<file path="src/hdl/fan_tachometer_rpm_defines.svh">
// ----------------------------------------------------------------------------
// Fan tachometer assertion macros
// Shared property forms for the checks at the end of the top level.
// ----------------------------------------------------------------------------
`ifndef FAN_TACHOMETER_RPM_DEFINES_SVH
`define FAN_TACHOMETER_RPM_DEFINES_SVH

// The consequent must hold in the same cycle as the antecedent.
`define FTR_ASSERT_SAME(label, clk, rst_n, ante, cons, msg) \
    label: assert property (@(posedge clk) disable iff (!rst_n) (ante) |-> (cons)) \
        else $error(msg);

// The consequent must hold in the cycle after the antecedent.
`define FTR_ASSERT_NEXT(label, clk, rst_n, ante, cons, msg) \
    label: assert property (@(posedge clk) disable iff (!rst_n) (ante) |=> (cons)) \
        else $error(msg);

`endif

</file>
<file path="src/hdl/ftr_pkg.sv">
// ----------------------------------------------------------------------------
// Fan tachometer package
// Widths, reset values, register indexes, shared types and the rate scaling.
// ----------------------------------------------------------------------------
`timescale 1ns / 1ps

package ftr_pkg;

    localparam int TIMER_WIDTH_DEFAULT = 32;
    localparam int COUNT_WIDTH_DEFAULT = 24;
    localparam int WINDOW_WIDTH        = 32;
    localparam int RATE_WIDTH          = 27;
    localparam int PPR_WIDTH           = 5;
    localparam int RPM_WIDTH           = 24;
    localparam int SCALED_RATE_WIDTH   = RATE_WIDTH + 6;
    localparam int APB_ADDR_WIDTH      = 4;
    localparam int APB_DATA_WIDTH      = 32;

    localparam logic [WINDOW_WIDTH-1:0] WINDOW_RESET = 32'd1000000;
    localparam logic [RATE_WIDTH-1:0]   RATE_RESET   = 27'd1000000;
    localparam logic [PPR_WIDTH-1:0]    PPR_RESET    = 5'd2;
    localparam logic [RPM_WIDTH-1:0]    RPM_MAX      = '1;

    typedef enum logic [1:0] {
        REG_WINDOW = 2'd0,
        REG_RATE   = 2'd1,
        REG_PPR    = 2'd2
    } reg_index_t;

    typedef enum logic [3:0] {
        SEQ_IDLE = 4'b0001,
        SEQ_MUL  = 4'b0010,
        SEQ_DIV  = 4'b0100,
        SEQ_DONE = 4'b1000
    } seq_state_t;

    typedef struct packed {
        logic idle;
        logic done;
    } seq_status_t;

    // Ticks per second times sixty, as (rate << 6) - (rate << 2).
    function automatic logic [SCALED_RATE_WIDTH-1:0] scale_rate(
        input logic [RATE_WIDTH-1:0] rate
    );
        return {rate, 6'b0} - {4'b0, rate, 2'b0};
    endfunction

endpackage

</file>
<file path="src/hdl/ftr_addsub.sv">
// ----------------------------------------------------------------------------
// Fan tachometer shared adder
// One add or subtract with carry out, used by every arithmetic step.
// ----------------------------------------------------------------------------
`timescale 1ns / 1ps

module ftr_addsub #(
    parameter int WIDTH = 62
) (
    input  logic [WIDTH-1:0] a,
    input  logic [WIDTH-1:0] b,
    input  logic             sub,
    output logic [WIDTH-1:0] result,
    output logic             carry
);

    // On a subtract the carry out is set when a is not below b.
    assign {carry, result} = {1'b0, a} + {1'b0, b ^ {WIDTH{sub}}} + (WIDTH + 1)'(sub);

endmodule

</file>
<file path="src/hdl/ftr_window.sv">
// ----------------------------------------------------------------------------
// Fan tachometer window front end
// Falling edge detection, window timing and edge tick capture.
// ----------------------------------------------------------------------------
`timescale 1ns / 1ps

module ftr_window #(
    parameter int TIMER_WIDTH = 32,
    parameter int COUNT_WIDTH = 24
) (
    input  logic                            clk,
    input  logic                            rst_n,
    input  logic                            tick,
    input  logic                            tach_level,
    input  logic [ftr_pkg::WINDOW_WIDTH-1:0] window_ticks,
    output logic                            last_tick,
    output logic                            win_end,
    output logic [COUNT_WIDTH-1:0]          edge_total,
    output logic [TIMER_WIDTH-1:0]          span
);

    import ftr_pkg::*;

    localparam int EW = ((TIMER_WIDTH > WINDOW_WIDTH) ? TIMER_WIDTH : WINDOW_WIDTH) + 1;

    logic                   prev_level_reg, prev_level_next;
    logic [TIMER_WIDTH-1:0] elapsed_reg, elapsed_next;
    logic [COUNT_WIDTH-1:0] edges_reg, edges_next;
    logic [TIMER_WIDTH-1:0] first_reg, first_next;
    logic [TIMER_WIDTH-1:0] last_reg, last_next;

    logic [WINDOW_WIDTH-1:0] win_len;
    logic [EW-1:0]           elapsed_inc;
    logic                    fall;
    logic [COUNT_WIDTH-1:0]  edges_upd;
    logic [TIMER_WIDTH-1:0]  first_upd;
    logic [TIMER_WIDTH-1:0]  last_upd;

    // A zero window length behaves as a single tick.
    assign win_len     = (window_ticks == '0) ? WINDOW_WIDTH'(1) : window_ticks;
    assign elapsed_inc = EW'(elapsed_reg) + EW'(1);
    assign last_tick   = !(elapsed_inc < EW'(win_len)) || (&elapsed_reg);

    assign fall      = prev_level_reg & ~tach_level;
    assign edges_upd = (fall && !(&edges_reg)) ? edges_reg + COUNT_WIDTH'(1) : edges_reg;
    assign first_upd = (fall && edges_reg == '0) ? elapsed_reg : first_reg;
    assign last_upd  = fall ? elapsed_reg : last_reg;

    assign win_end    = tick & last_tick;
    assign edge_total = edges_upd;
    assign span       = last_upd - first_upd;

    always_comb
    begin
        prev_level_next = prev_level_reg;
        elapsed_next    = elapsed_reg;
        edges_next      = edges_reg;
        first_next      = first_reg;
        last_next       = last_reg;
        if (tick)
        begin
            prev_level_next = tach_level;
            if (last_tick)
            begin
                elapsed_next = '0;
                edges_next   = '0;
                first_next   = '0;
                last_next    = '0;
            end
            else
            begin
                elapsed_next = elapsed_reg + TIMER_WIDTH'(1);
                edges_next   = edges_upd;
                first_next   = first_upd;
                last_next    = last_upd;
            end
        end
    end

    always_ff @(posedge clk or negedge rst_n)
    begin
        if (!rst_n)
        begin
            prev_level_reg <= 1'b1;
            elapsed_reg    <= '0;
            edges_reg      <= '0;
            first_reg      <= '0;
            last_reg       <= '0;
        end
        else
        begin
            prev_level_reg <= prev_level_next;
            elapsed_reg    <= elapsed_next;
            edges_reg      <= edges_next;
            first_reg      <= first_next;
            last_reg       <= last_next;
        end
    end

endmodule

</file>
<file path="src/hdl/ftr_seq.sv">
// ----------------------------------------------------------------------------
// Fan tachometer arithmetic sequencer
// Shift-add multiply then restoring divide on one shared adder.
// ----------------------------------------------------------------------------
`timescale 1ns / 1ps

module ftr_seq #(
    parameter int TIMER_WIDTH = 32,
    parameter int COUNT_WIDTH = 24
) (
    input  logic                               clk,
    input  logic                               rst_n,
    input  logic                               start,
    input  logic [COUNT_WIDTH-1:0]             edge_total,
    input  logic [TIMER_WIDTH-1:0]             span,
    input  logic [ftr_pkg::RATE_WIDTH-1:0]     tick_rate_hz,
    input  logic [ftr_pkg::PPR_WIDTH-1:0]      pulses_per_rev,
    input  logic                               take,
    output ftr_pkg::seq_status_t               status,
    output logic [ftr_pkg::RPM_WIDTH-1:0]      rpm,
    output logic [ftr_pkg::RPM_WIDTH-1:0]      edge_count,
    output logic                               stalled
);

    import ftr_pkg::*;

    localparam int NW  = COUNT_WIDTH + SCALED_RATE_WIDTH;
    localparam int DW  = TIMER_WIDTH + PPR_WIDTH;
    localparam int SHW = DW + RPM_WIDTH;
    localparam int UW  = ((NW > SHW) ? NW : SHW) + 1;
    localparam int SMX = (COUNT_WIDTH > RPM_WIDTH + 1) ? COUNT_WIDTH : RPM_WIDTH + 1;
    localparam int SW  = $clog2(SMX);
    localparam int XW  = (COUNT_WIDTH > RPM_WIDTH) ? COUNT_WIDTH : RPM_WIDTH;

    seq_state_t                   state_reg, state_next;
    logic [SW-1:0]                step_reg, step_next;
    logic [UW-1:0]                acc_reg, acc_next;
    logic [UW-1:0]                dsh_reg, dsh_next;
    logic [COUNT_WIDTH-1:0]       mplier_reg, mplier_next;
    logic [SCALED_RATE_WIDTH-1:0] rate_reg, rate_next;
    logic [RPM_WIDTH-1:0]         q_reg, q_next;
    logic [RPM_WIDTH-1:0]         count_reg, count_next;
    logic                         stalled_reg, stalled_next;

    logic [PPR_WIDTH-1:0] ppr_eff;
    logic [DW-1:0]        denom;
    logic                 few;
    logic [RPM_WIDTH-1:0] count_sat;
    logic [UW-1:0]        unit_a, unit_b, unit_res;
    logic                 unit_sub, unit_carry;

    assign ppr_eff   = (pulses_per_rev == '0) ? PPR_WIDTH'(1) : pulses_per_rev;
    assign denom     = DW'(ppr_eff) * DW'(span);
    assign few       = edge_total <= COUNT_WIDTH'(2);
    assign count_sat = (XW'(edge_total) > XW'(RPM_MAX)) ? RPM_MAX : RPM_WIDTH'(edge_total);

    // Multiply: acc = 2*acc + (bit ? rate : 0). Divide: acc - (denom << step).
    assign unit_sub = (state_reg == SEQ_DIV);
    assign unit_a   = unit_sub ? acc_reg : {acc_reg[UW-2:0], 1'b0};
    assign unit_b   = unit_sub ? dsh_reg
                               : (mplier_reg[COUNT_WIDTH-1] ? UW'(rate_reg) : '0);

    ftr_addsub #(
        .WIDTH (UW)
    ) u_addsub (
        .a      (unit_a),
        .b      (unit_b),
        .sub    (unit_sub),
        .result (unit_res),
        .carry  (unit_carry)
    );

    always_comb
    begin
        state_next   = state_reg;
        step_next    = step_reg;
        acc_next     = acc_reg;
        dsh_next     = dsh_reg;
        mplier_next  = mplier_reg;
        rate_next    = rate_reg;
        q_next       = q_reg;
        count_next   = count_reg;
        stalled_next = stalled_reg;
        case (state_reg)
            SEQ_IDLE:
            begin
                if (start)
                begin
                    count_next   = count_sat;
                    stalled_next = few;
                    mplier_next  = edge_total - COUNT_WIDTH'(1);
                    rate_next    = scale_rate(tick_rate_hz);
                    dsh_next     = UW'({denom, {RPM_WIDTH{1'b0}}});
                    acc_next     = '0;
                    q_next       = '0;
                    step_next    = SW'(COUNT_WIDTH - 1);
                    state_next   = few ? SEQ_DONE : SEQ_MUL;
                end
            end
            SEQ_MUL:
            begin
                acc_next    = unit_res;
                mplier_next = {mplier_reg[COUNT_WIDTH-2:0], 1'b0};
                if (step_reg == '0)
                begin
                    step_next  = SW'(RPM_WIDTH);
                    state_next = SEQ_DIV;
                end
                else
                begin
                    step_next = step_reg - SW'(1);
                end
            end
            SEQ_DIV:
            begin
                if (unit_carry)
                begin
                    acc_next = unit_res;
                end
                dsh_next  = {1'b0, dsh_reg[UW-1:1]};
                q_next    = {q_reg[RPM_WIDTH-2:0], unit_carry};
                step_next = step_reg - SW'(1);
                // A quotient bit above the result width means saturation.
                if (step_reg == SW'(RPM_WIDTH) && unit_carry)
                begin
                    q_next     = RPM_MAX;
                    state_next = SEQ_DONE;
                end
                else if (step_reg == '0)
                begin
                    state_next = SEQ_DONE;
                end
            end
            SEQ_DONE:
            begin
                if (take)
                begin
                    state_next = SEQ_IDLE;
                end
            end
            default:
            begin
                state_next = SEQ_IDLE;
            end
        endcase
    end

    always_ff @(posedge clk or negedge rst_n)
    begin
        if (!rst_n)
        begin
            state_reg <= SEQ_IDLE;
            step_reg  <= '0;
        end
        else
        begin
            state_reg <= state_next;
            step_reg  <= step_next;
        end
    end

    always_ff @(posedge clk)
    begin
        acc_reg     <= acc_next;
        dsh_reg     <= dsh_next;
        mplier_reg  <= mplier_next;
        rate_reg    <= rate_next;
        q_reg       <= q_next;
        count_reg   <= count_next;
        stalled_reg <= stalled_next;
    end

    assign status.idle = (state_reg == SEQ_IDLE);
    assign status.done = (state_reg == SEQ_DONE);
    assign rpm         = q_reg;
    assign edge_count  = count_reg;
    assign stalled     = stalled_reg;

endmodule

</file>
<file path="src/hdl/fan_tachometer_rpm.sv">
// ----------------------------------------------------------------------------
// Fan tachometer RPM meter
// Each input word is one timebase tick with the sampled tach line. Falling
// edges are counted in back-to-back windows of window_ticks ticks, and at the
// end of every window one output word carries rpm, edge_count and stalled.
// rpm = (edges - 1) * tick_rate_hz * 60 / (pulses_per_rev * span), where span
// runs from the first to the last edge tick; it is 0 with two or fewer edges.
// The user writes configuration through the APB port only while no window
// result is in flight; the block does not enforce it. pready is always high
// and reads return the register values. A tick that does not end a window is
// always accepted. The tick that ends a window starts the shared adder:
// COUNT_WIDTH shift-add multiply steps, then up to 25 restoring divide
// steps, before the result goes to the output word; a stalled window skips
// both, and early saturation ends the divide at its first step. Meanwhile
// the next window-ending tick waits. A finished result is held in the output
// register while the receiver stalls, and a second one waits behind it.
// Reset clears the window, sets the previous tach level high and loads the
// register defaults (1000000 ticks, 1000000 Hz, 2 pulses per revolution).
// ----------------------------------------------------------------------------
`timescale 1ns / 1ps

module fan_tachometer_rpm #(
    parameter int TIMER_WIDTH = ftr_pkg::TIMER_WIDTH_DEFAULT,
    parameter int COUNT_WIDTH = ftr_pkg::COUNT_WIDTH_DEFAULT
) (
    input  logic                                clk,
    input  logic                                rst_n,
    input  logic                                psel,
    input  logic                                penable,
    input  logic                                pwrite,
    input  logic [ftr_pkg::APB_ADDR_WIDTH-1:0]  paddr,
    input  logic [ftr_pkg::APB_DATA_WIDTH-1:0]  pwdata,
    output logic [ftr_pkg::APB_DATA_WIDTH-1:0]  prdata,
    output logic                                pready,
    input  logic                                in_valid,
    output logic                                in_ready,
    input  logic                                tach_level,
    output logic                                out_valid,
    input  logic                                out_ready,
    output logic [ftr_pkg::RPM_WIDTH-1:0]       rpm,
    output logic [ftr_pkg::RPM_WIDTH-1:0]       edge_count,
    output logic                                stalled
);

    import ftr_pkg::*;

`include "fan_tachometer_rpm_defines.svh"

    // Configuration registers.
    logic [WINDOW_WIDTH-1:0] window_ticks_reg, window_ticks_next;
    logic [RATE_WIDTH-1:0]   tick_rate_reg, tick_rate_next;
    logic [PPR_WIDTH-1:0]    ppr_reg, ppr_next;

    // Output word register.
    logic                 out_valid_reg, out_valid_next;
    logic [RPM_WIDTH-1:0] rpm_reg, rpm_next;
    logic [RPM_WIDTH-1:0] edge_count_reg, edge_count_next;
    logic                 stalled_reg, stalled_next;

    logic                   cfg_write;
    reg_index_t             reg_index;
    logic                   tick;
    logic                   last_tick;
    logic                   win_end;
    logic [COUNT_WIDTH-1:0] edge_total;
    logic [TIMER_WIDTH-1:0] span;
    seq_status_t            seq_status;
    logic                   take;
    logic [RPM_WIDTH-1:0]   seq_rpm;
    logic [RPM_WIDTH-1:0]   seq_edge_count;
    logic                   seq_stalled;

    assign pready    = 1'b1;
    assign cfg_write = psel & penable & pwrite;
    assign reg_index = reg_index_t'(paddr[APB_ADDR_WIDTH-1:2]);

    always_comb
    begin
        window_ticks_next = window_ticks_reg;
        tick_rate_next    = tick_rate_reg;
        ppr_next          = ppr_reg;
        prdata            = '0;
        case (reg_index)
            REG_WINDOW:
            begin
                prdata = APB_DATA_WIDTH'(window_ticks_reg);
                if (cfg_write)
                begin
                    window_ticks_next = pwdata[WINDOW_WIDTH-1:0];
                end
            end
            REG_RATE:
            begin
                prdata = APB_DATA_WIDTH'(tick_rate_reg);
                if (cfg_write)
                begin
                    tick_rate_next = pwdata[RATE_WIDTH-1:0];
                end
            end
            REG_PPR:
            begin
                prdata = APB_DATA_WIDTH'(ppr_reg);
                if (cfg_write)
                begin
                    ppr_next = pwdata[PPR_WIDTH-1:0];
                end
            end
            default:
            begin
                prdata = '0;
            end
        endcase
    end

    // A tick is refused only when it would close a window while the
    // sequencer is still busy with the previous one.
    assign in_ready = seq_status.idle | ~last_tick;
    assign tick     = in_valid & in_ready;

    ftr_window #(
        .TIMER_WIDTH (TIMER_WIDTH),
        .COUNT_WIDTH (COUNT_WIDTH)
    ) u_window (
        .clk          (clk),
        .rst_n        (rst_n),
        .tick         (tick),
        .tach_level   (tach_level),
        .window_ticks (window_ticks_reg),
        .last_tick    (last_tick),
        .win_end      (win_end),
        .edge_total   (edge_total),
        .span         (span)
    );

    ftr_seq #(
        .TIMER_WIDTH (TIMER_WIDTH),
        .COUNT_WIDTH (COUNT_WIDTH)
    ) u_seq (
        .clk            (clk),
        .rst_n          (rst_n),
        .start          (win_end),
        .edge_total     (edge_total),
        .span           (span),
        .tick_rate_hz   (tick_rate_reg),
        .pulses_per_rev (ppr_reg),
        .take           (take),
        .status         (seq_status),
        .rpm            (seq_rpm),
        .edge_count     (seq_edge_count),
        .stalled        (seq_stalled)
    );

    // The finished word moves to the output register once it is free
    // or being drained in the same cycle.
    assign take = seq_status.done & (~out_valid_reg | out_ready);

    always_comb
    begin
        out_valid_next  = out_valid_reg;
        rpm_next        = rpm_reg;
        edge_count_next = edge_count_reg;
        stalled_next    = stalled_reg;
        if (take)
        begin
            out_valid_next  = 1'b1;
            rpm_next        = seq_rpm;
            edge_count_next = seq_edge_count;
            stalled_next    = seq_stalled;
        end
        else if (out_ready)
        begin
            out_valid_next = 1'b0;
        end
    end

    always_ff @(posedge clk or negedge rst_n)
    begin
        if (!rst_n)
        begin
            window_ticks_reg <= WINDOW_RESET;
            tick_rate_reg    <= RATE_RESET;
            ppr_reg          <= PPR_RESET;
            out_valid_reg    <= 1'b0;
        end
        else
        begin
            window_ticks_reg <= window_ticks_next;
            tick_rate_reg    <= tick_rate_next;
            ppr_reg          <= ppr_next;
            out_valid_reg    <= out_valid_next;
        end
    end

    always_ff @(posedge clk)
    begin
        rpm_reg        <= rpm_next;
        edge_count_reg <= edge_count_next;
        stalled_reg    <= stalled_next;
    end

    assign out_valid  = out_valid_reg;
    assign rpm        = rpm_reg;
    assign edge_count = edge_count_reg;
    assign stalled    = stalled_reg;

    // A window must not close while the previous result is still in work.
    `FTR_ASSERT_SAME(a_busy_holds_window_end, clk, rst_n, (!seq_status.idle && last_tick), !in_ready, "window end accepted while sequencer busy")
    // A stalled word always reports zero speed.
    `FTR_ASSERT_SAME(a_stalled_rpm_zero, clk, rst_n, (out_valid && stalled), (rpm == '0), "stalled word with nonzero rpm")
    // A measured word needs more edges than any stalled word has.
    `FTR_ASSERT_SAME(a_measured_edges, clk, rst_n, (out_valid && !stalled), (edge_count > RPM_WIDTH'(2)), "measured word with too few edges")
    // A finished result stays in the sequencer until it is taken.
    `FTR_ASSERT_NEXT(a_result_held, clk, rst_n, (seq_status.done && !take), seq_status.done, "finished result dropped before transfer")

endmodule

</file>
<file path="config.mk">
export PLATFORM = sky130hd
export DESIGN_NAME = fan_tachometer_rpm
export DESIGN_NICKNAME = d
export VERILOG_FILES = /design/src/hdl/ftr_pkg.sv /design/src/hdl/ftr_addsub.sv /design/src/hdl/ftr_window.sv /design/src/hdl/ftr_seq.sv /design/src/hdl/fan_tachometer_rpm.sv
export VERILOG_INCLUDE_DIRS = /design/src /design/src/hdl
export SDC_FILE = /design/constraint.sdc
export NUM_CORES = 1
export LEC_CHECK = 0
export ABC_AREA = 1
export ABC_CLOCK_PERIOD_IN_PS = 5800
export BUFFER_PORTS_ARGS = -buffer_cell sky130_fd_sc_hd__buf_2
export CORE_MARGIN = 3
export CORE_UTILIZATION = 35
export CTS_CLUSTER_SIZE = 16
export DETAILED_ROUTE_END_ITERATION = 10
export GPL_ROUTABILITY_DRIVEN = 0
export PLACE_DENSITY = 0.48
export SLEW_MARGIN = 20
export SYNTH_ARGS = -nofsm -noshare
export SYNTH_HDL_FRONTEND = slang
export SYNTH_SLANG_ARGS = --single-unit
</file>
<file path="constraint.sdc">
create_clock -name clk -period 5.8 [get_ports clk]
set_input_delay 1.16 -clock clk [delete_from_list [all_inputs] [get_ports clk]]
set_output_delay 1.16 -clock clk [all_outputs]
set_load 0.1 [all_outputs]
</file>
==> impl_results.rst <==
.. list-table::
   :header-rows: 1

   * - Metric
     - Value
   * - Final-report max-slew violation count
     - 0
   * - Initial DRC count
     - about 2.1k
   * - Effective utilization at floorplan
     - between 30 and 40%
   * - Gate count after technology mapping
     - 4,660
   * - Worst setup EP type
     - flop
   * - Area of the die
     - around 100,000 um^2
   * - Count of nets left with antenna violations after detail routing
     - 0
   * - Flip-flop count of the largest register after layout
     - 62
   * - Vias per inst
     - 4.95
   * - Sequential cell area fraction in the yosys report
     - a little under two fifths
   * - Area share of the largest cell type after synthesis
     - approximately a quarter
   * - Bufs on Longest Clock Path
     - 3
   * - Syn-to-layout area delta
     - 27.4%
   * - Count of endpoints failing hold in the final timing report
     - 0
   * - Synth cell types
     - 65
   * - Ratio of final minimum period to clock period
     - 107%
   * - Antenna violations before repair
     - 12
   * - Slowest stage delay, CP
     - between 0.5 and 0.6 ns
   * - Flops & latches, synth
     - about 470
   * - Synth async-reset ratio
     - around two fifths
   * - Horiz. Die Dim
     - 324 um
   * - Main synth FF type
     - edfxtp_1
   * - All-Layer GR Usage
     - a little over a fifth
   * - Slowest cell on the critical path
     - fa_1
   * - Top library cells by usage in the layout, fill and taps aside
     - 910 x nand2_1, 764 x inv_1, 441 x nor2_1
   * - Post-detail-place hpwl
     - 90,300 um
   * - Most area-hungry cell type in the Yosys netlist
     - edfxtp_1
   * - Setup repair after global routing missed its margin
     - true
   * - Leading cell type in the layout, fill and taps excluded
     - nand2_1
   * - Post-route setup slack
     - -0.413 ns
   * - Core region area
     - between 90,000 and 100,000 um^2
   * - Clock-pin transition on the worst setup and hold timing paths
     - roughly 0.060 ns
   * - Vertical die dimension
     - between 300 and 400 um
   * - Worst flop-to-flop path endpoint
     - u_seq.dsh_reg[59]
   * - Launch point of the worst reg-to-reg path
     - u_window.edges_reg[1]
   * - Mapped cell area
     - ~35,000 um^2
   * - Worst Hold End
     - edge_count[11]
   * - Clock tree from TritonCTS
     - done
   * - Total CTS buffers
     - 56
   * - Buffer cell driving the clock tree root
     - clkbuf_16
   * - Port Buf Inserts
     - between 100 and 150
   * - Global-route congestion overflow total
     - 0
   * - Number of detailed-route iterations in the first pass
     - 5
   * - WS Path Type
     - input pin to flop
   * - Start point of the worst min-delay path
     - u_seq.edge_count[11]
   * - Worst reg2reg path depth
     - 35
   * - Number of diodes
     - 0
   * - Transition time at the pin with the least slew margin
     - about 0.92 ns
   * - Worst setup path startpoint
     - tach_level
   * - Vias in the first global route
     - 31.5k
   * - Number of warnings printed during yosys synthesis
     - 0
   * - Final wirelength
     - 116,000 um
   * - H-tree depth
     - 2
   * - Required time at the endpoint of the critical path
     - 6.28 ns
   * - Violations in the final reports
     - setup timing
   * - WL/cell
     - roughly 18 um
   * - Total of max-cap violations
     - 0
   * - Final worst hold slack
     - ~0.42 ns
   * - Final critical-path required period
     - 6.21 ns
   * - WHS Path Cells
     - 0
   * - CTS hold repair buffers
     - 0
   * - CTS Sinks
     - roughly 470
   * - Count of pins on the block boundary
     - ~130
   * - Layout Nets
     - ~5.5k
   * - Layout cell share with drive strength beyond 1
     - a little under a quarter
   * - Most common cell on crit path
     - nand2_1
   * - Average size of a mapped cell
     - ~7.6 um^2
   * - Number of enable flip-flop cells after synthesis
     - about 280
   * - Class of the tightest hold or removal check
     - flop to flop
   * - Clock latency on the worst-skew pair
     - between 0.6 and 0.7 ns
   * - Critical Path Fanout Max
     - 5
   * - Critical Path Source Type
     - input pin
   * - Number of endpoints failing setup at the final stage
     - 22
   * - Rel. slew slack
     - 37.8%
   * - Reg-to-reg setup timing slack
     - -0.38 ns
   * - Leading cell types by total area after synthesis
     - edfxtp_1 23%, dfrtp_1 13%, nand2_1 11%
   * - Data arrival time of the worst path
     - approximately 6.7 ns
   * - Count of standard-cell rows
     - between 100 and 150
   * - Total nets after synthesis
     - 4,983
   * - Largest net degree at the start of global routing
     - approximately 180
   * - Status
     - complete, but fails checks
   * - Highest clock rate
     - approximately 160 MHz
   * - DRC errors left
     - 0
   * - Post-Route Skew
     - between 0.04 and 0.05 ns
   * - Global-route wire length before repair
     - between 150,000 and 200,000 um
   * - Via Count
     - 32.2k
kinds of logic (layout without fill, tap and decap cells):
logic type	after synthesis	count (layout)	share of synthesized area, %
AOI/OAI and AO/OA	876	876	14.1
xor gates and xnor gates	131	131	3.37
adders and majority gates	279	279	11.8
buffers and inverters	948	1499	10.3
DFF	471	471	37.3
other	1	1	0.0106
and+or+nand+nor	1954	1956	23.1
metrics by stage:
| step | std cells | setup slack (ns) | utilization, % | cell area [um^2] | TNS [ns] |
|---|---|---|---|---|---|
| 2_1_floorplan | 4660 | -0.617 | - | 36100 | -10.35 |
| 3_3_place_gp | 6319 | -1.37 | 41.0 | 40700 | -31.24 |
| 3_5_place_dp | 6319 | -1.44 | 41.0 | 40700 | -32.52 |
| 4_1_cts | 6471 | -0.367 | 44.3 | 44000 | -5.66 |
| 5_1_grt | 6500 | -0.695 | 45.3 | 45000 | -13.46 |
| 6_report | 6500 | -0.413 | 45.3 | 45000 | -6.40 |
metal layers:
| layer | track usage (%) | part of all wire (%) |
|---|---|---|
| met1 | 33.0 | 50 |
| met2 | 34.2 | 44 |
| met3 | 1.91 | 3.9 |
| met4 | 4.82 | 2.0 |
| met5 | 0 | 0 |
how the worst max path moves through the flow:
stage                        endpoint  cells past startpoint
floorplan           u_seq.dsh_reg[54]                     41
global placement    u_seq.dsh_reg[56]                     34
detailed placement  u_seq.dsh_reg[56]                     34
CTS                 u_seq.dsh_reg[50]                     35
global route        u_seq.dsh_reg[56]                     39
finish              u_seq.dsh_reg[59]                     36
Yosys cell counts, types with 18 or more instances:
| master | instances |
|---|---|
| nand2_1 | 1020 |
| inv_1 | 809 |
| nor2_1 | 527 |
| a21oi_1 | 315 |
| edfxtp_1 | 276 |
| o21ai_0 | 246 |
| nand3_1 | 201 |
| ha_1 | 188 |
| dfrtp_1 | 178 |
| o22ai_1 | 131 |
| xor2_1 | 116 |
| fa_1 | 91 |
| clkbuf_1 | 82 |
| or2_2 | 50 |
| a31oi_1 | 49 |
| o21a_1 | 39 |
| nor3_1 | 37 |
| nand4_1 | 32 |
| nor4_1 | 23 |
| a21o_1 | 22 |
| buf_2 | 18 |
repair_timing:
item / in CTS / in global routing
buffers inserted: 48 / 30
pin swaps: 122 / 147
setup endpoints to repair: 25 / 31
gates resized for setup: 249 / 210
cloned: 2 / 0
layout make-up:
type                       count  area (um^2)
tap                         1287         1610
fill                       10039        54300
clock inverter                33          364
clock buffer                  70         1540
inverter                     823         3110
multi-input combinational   3243        20900
timing repair buffer         573         4290
sequential                   471        13200
worst max-delay path, delay by kind of cell:
| kind | cells | cell delay, ns |
|---|---|---|
| buf+inv | 8 | 0.83 |
| simple gates | 17 | 1.72 |
| compound gates | 6 | 0.82 |
| fa+ha+maj | 5 | 2.14 |
Power is left out: the tool's default activity adds up to more than one toggle a clock period on the data nets, which glitch-free logic cannot reach.
